--- src/design/pairwise_distance_contact_map_unit_defines.svh ---
// Assertion macros for the pairwise distance contact map unit.
// Define NO_ASSERTIONS to compile them out.
`ifndef PAIRWISE_DISTANCE_CONTACT_MAP_UNIT_DEFINES_SVH
`define PAIRWISE_DISTANCE_CONTACT_MAP_UNIT_DEFINES_SVH

`ifndef NO_ASSERTIONS
`define PDCM_ASSERT_IMP(label, clk, rst_n, ante, cons) \
	label: assert property (@(posedge clk) disable iff (!rst_n) (ante) |-> (cons)) \
		else $error("pdcm assertion failed");
`define PDCM_ASSERT_NXT(label, clk, rst_n, ante, cons) \
	label: assert property (@(posedge clk) disable iff (!rst_n) (ante) |=> (cons)) \
		else $error("pdcm assertion failed");
`else
`define PDCM_ASSERT_IMP(label, clk, rst_n, ante, cons)
`define PDCM_ASSERT_NXT(label, clk, rst_n, ante, cons)
`endif

`endif

--- src/design/pdcm_pkg.sv ---
`timescale 1ns / 1ps

package pdcm_pkg;

	localparam int COORD_W = 24;
	localparam int DIFF_W = 25;
	localparam int DIST_W = 50;
	localparam int IDX_BITS = 6;
	localparam int MAX_POINTS_DEF = 64;
	localparam logic [DIST_W-1:0] CUTOFF_RESET = 50'd3211264;

	typedef struct packed {
		logic signed [COORD_W-1:0] x;
		logic signed [COORD_W-1:0] y;
		logic signed [COORD_W-1:0] z;
	} point_t;

	typedef struct packed {
		logic                valid;
		logic                last;
		logic [IDX_BITS-1:0] earlier;
		logic [IDX_BITS-1:0] later;
	} pair_ctl_t;

endpackage

--- src/design/pdcm_cell.sv ---
`timescale 1ns / 1ps

// One slot of the point ring; takes its neighbor's point on every shift.
module pdcm_cell (
	input  logic             clk,
	input  logic             shift,
	input  pdcm_pkg::point_t d,
	output pdcm_pkg::point_t q
);

	pdcm_pkg::point_t point_q;

	always_ff @(posedge clk) begin
		if (shift) begin
			point_q <= d;
		end
	end

	assign q = point_q;

endmodule

--- config.mk ---
export PLATFORM = sky130hd
export DESIGN_NAME = pdcm_cell
export DESIGN_NICKNAME = d
export VERILOG_FILES = /design/src/design/pairwise_distance_contact_map_unit_defines.svh /design/src/design/pdcm_pkg.sv /design/src/design/pdcm_cell.sv
export SDC_FILE = /design/constraint.sdc
export NUM_CORES = 1
export LEC_CHECK = 0
export BUFFER_PORTS_ARGS = -buffer_cell sky130_fd_sc_hd__clkbuf_2
export CORE_MARGIN = 4
export CORE_UTILIZATION = 40
export CTS_BUF_LIST = sky130_fd_sc_hd__clkbuf_16
export DETAILED_ROUTE_END_ITERATION = 8
export PLACE_DENSITY = 0.8
export SLEW_MARGIN = 20
export SYNTH_ARGS = -nofsm -noshare
export SYNTH_HDL_FRONTEND = slang
export SYNTH_SLANG_ARGS = --single-unit
--- constraint.sdc ---
create_clock -name clk -period 0.8 [get_ports clk]
set_clock_uncertainty 0.05 [all_clocks]
set_input_delay 0.16 -clock clk [delete_from_list [all_inputs] [get_ports clk]]
set_output_delay 0.16 -clock clk [all_outputs]
set_load 0.05 [all_outputs]
# After elaboration in Yosys (flattened, before gate mapping)
# Cells that the tools add are included.
[op_classes]
div_mod_pow = 0
mul = 0
eq_ne = 0
bitwise_logic = 0
order_cmp = 0
shifts = 0
muxes = 0
addsub = 0
reduce_logical = 0
[word_totals]
output_inout_bits = 72
input_bits = 74
ram_bits = 0
mem_count = 0
latchBits = 0
elab_cells = 3
register_bits = 72
rom_bits = 0

# Longest topological paths before layout
[logic_depth]
word_depth = 0
ltp_mapped = 0
ltp_nobuf = 0

# Least setup slack after synthesis
# OpenSTA, ideal clock, no wires.
[synth_path]
path_type = "flip-flop to output port"
start = "register point_q, in the netlist q[0]"
end = "output port q[0] in the netlist's numbering"
slack_ns = -0.011
t_required_ns = 0.590
n_path_buf = 0
t_arrival_ns = 0.601
path_stages_with_launch = 1
cell_sequence = "edfxtp_1"
[synth_rtl]
columns = ["element", "line_no", "rtl"]
rows = [
  ["from (decl)", "pdcm_cell.sv:11", "pdcm_pkg::point_t point_q;"],
  ["from (signal assigned)", "pdcm_cell.sv:15", "point_q <= d;"],
  ["to (decl)", "pdcm_cell.sv:8", "output pdcm_pkg::point_t q"],
]
# No word-level cell between the ends.

# Worst setup path in the final report
[layout_path]
start = "register point_q, in the netlist q[41]"
end = "output port q[41] in the netlist's numbering"
# No word-level cell between the ends.

==> impl_metrics.toml <==
[logic_synthesis]
ys_warn_count = 0
synth_area_leaders = "edfxtp_1 (100%)"
synth_enable_flop_cells = 72
synth_ff_type = "edfxtp_1"
ys_top_cells_by_count = "edfxtp_1 (72)"
synth_seq_cells = 72
syn-instance-count = 72
ys_seq_area_share_pct = 100
yosys.area.top_type = "edfxtp_1"
synth_cell_types = 1
syn-mean-instance-area_sq_um = 30.0
synth_area_sq_um = 2160
synth_most_common_cell = "edfxtp_1"
syn-num-nets = 146
async_reset_ff_share_pct = 0
synth_top_cell_area_share_pct = 100

[route]
drc = 0
totalWireLength_microns = 8390
route.met2.wl_microns = 4540
drtAntennaViolNets = 0
drt_first_pass_iters = 4
wl_per_cell_microns = 22.2
top_layer = "met4"
vias = 1752
drt-met1-wl_microns = 2890
drt-vias-per-instance = 4.65
met3_length_microns = 848
drt-initial-drc-count = 104

[floorplanning]
ios = 146
die_x_microns = 81.5
start_util_pct = 41.8
fp.dieH_microns = 81.5
fp-row-count = 26
die_area_sq_um = 6650
core_area_sq_um = 5170

[sta]
max_freq_mhz = 851
holdWs_ns = 0.175
maxSlewHeadroom_pct = 86.5
min_period_over_period_pct = 147
setup_viol = 93
rsz0062_at_grt = "true"
worstMarginPinSlew_ns = 0.203
slew_violations = 0
tns_ns = -22.60
finalHoldViolCount = 0
period_minus_slack_ns = 1.17
setup_ws_ns = -0.375

[cells_and_area]
comb.multi_input.count = 0
n_fill_cell = 165
antenna_cells = 0
layout-drive-gt1-share_pct = 52.4
multi_input_area_sq_um = 0
area_growth_pct = 119
largest_reg_flops = 72
num-nets-final = 376

[worst_setup_path]
worst-path-max-fanout = 1
crit_required_ns = 0.59
start_kind = "flop"
path_delay_family = "flip-flops"
path_cells = "clkbuf_8"
critical_path_arrival_ns = 0.96
worstSetupPathType = "reg -> out"
cp_slowest_stage_delay_ns = 0.44
cp_slowest_cell = "edfxtp_1"
cp-end-kind = "output port"
path_buf_inv = 1

[outcome]
status = "finished, violations left"
violations = "setup timing"

[cts]
clock_sinks = 72
cts_max_path_buffers = 2
post_cts.repair.setup_buffers = 0
cts_tree = "done"
htreeDepth = 3
clk_pin_slew_ns = 0.06
numCtsBuffers = 9
root_buffer = "clkbuf_16"

[power]
peakVddDrop_v = 0.00184
power.total_mw = 11.0
power.static_leakage_nw = 2.07
powerDensity_nw_per_um2 = 2320

[global_routing]
grt_remaining_overflow = 0
grt_max_degree = 38
grt_pass1_wl_microns = 10800
grt_pass1_vias = 1856
antenna_found_initial = 0
grt_usage_pct = 23.6

[placed_design]
hpwlAfterDp_microns = 3720
post-place-ws_ns = -0.118
io_buffers = 145
gp_congestion = 0.700

[flow_run]
drv_cap = 0

[min_path]
worst_hold_path_type = "in -> reg"
report_power, final:
part	internal (mW)	switching (mW)	leakage [nW]	total, mW
registers	4.50	0.191	0.705	4.69
logic	1.06	1.39	1.22	2.46
clock network	2.38	1.46	0.144	3.84
kinds of logic after synthesis:
kind of cell  synth area share (%)
DFF                            100
cells in the final DEF (no fill, tap or decap):
master / netlist / layout
dlygate4sd3_1: 0 / 64
clkinv_4: 0 / 1
dlymetal6s4s_1: 0 / 8
buf_4: 0 / 1
clkbuf_16: 0 / 9
clkbuf_8: 0 / 34
clkinvlp_4: 0 / 1
buf_12: 0 / 2
clkbuf_2: 0 / 71
buf_8: 0 / 38
clkinv_2: 0 / 2
inv_1: 0 / 1
bufinv_16: 0 / 1
clkinv_1: 0 / 1
edfxtp_1: 72 / 72
buf_2: 0 / 1
final timing paths:
path	startpoint	end	cells past startpoint
setup / recovery	q[41]	q[41]	1
hold / removal	d[24]	q[24]	2
repair_timing:
item	4_1_cts	5_1_grt
endpoints found under the hold margin	72	0
resized for setup	144	46
endpoints found under the setup margin	72	81
hold buffers	72	0
layer usage:
| layer | vias to the layer above | global-route usage [%] |
|---|---|---|
| met3 | 10 | 8.55 |
| met2 | 114 | 43.0 |
| li1 | 758 | - |
| met4 | 0 | 5.07 |
| met1 | 870 | 26.5 |
| met5 | - | 0 |
metrics by stage:
stage / util, % / instances / area, sq um
finish: 91.4 / 377 / 4730
CTS: 90.2 / 378 / 4660
floorplan: - / 72 / 2160
global placement: 58.4 / 290 / 3020
detailed placement: 58.4 / 290 / 3020
global route: 91.4 / 377 / 4730
layout make-up:
class                   instances  area (sq um)  area share (%)
clock buffers                   9           225            4.77
clock inverters                 7          63.8            1.35
flip-flops and latches         72          2160            45.8
well taps                      70          87.6            1.85
repair buffers                219          2190            46.3
(Power assumes the default switching activity.)
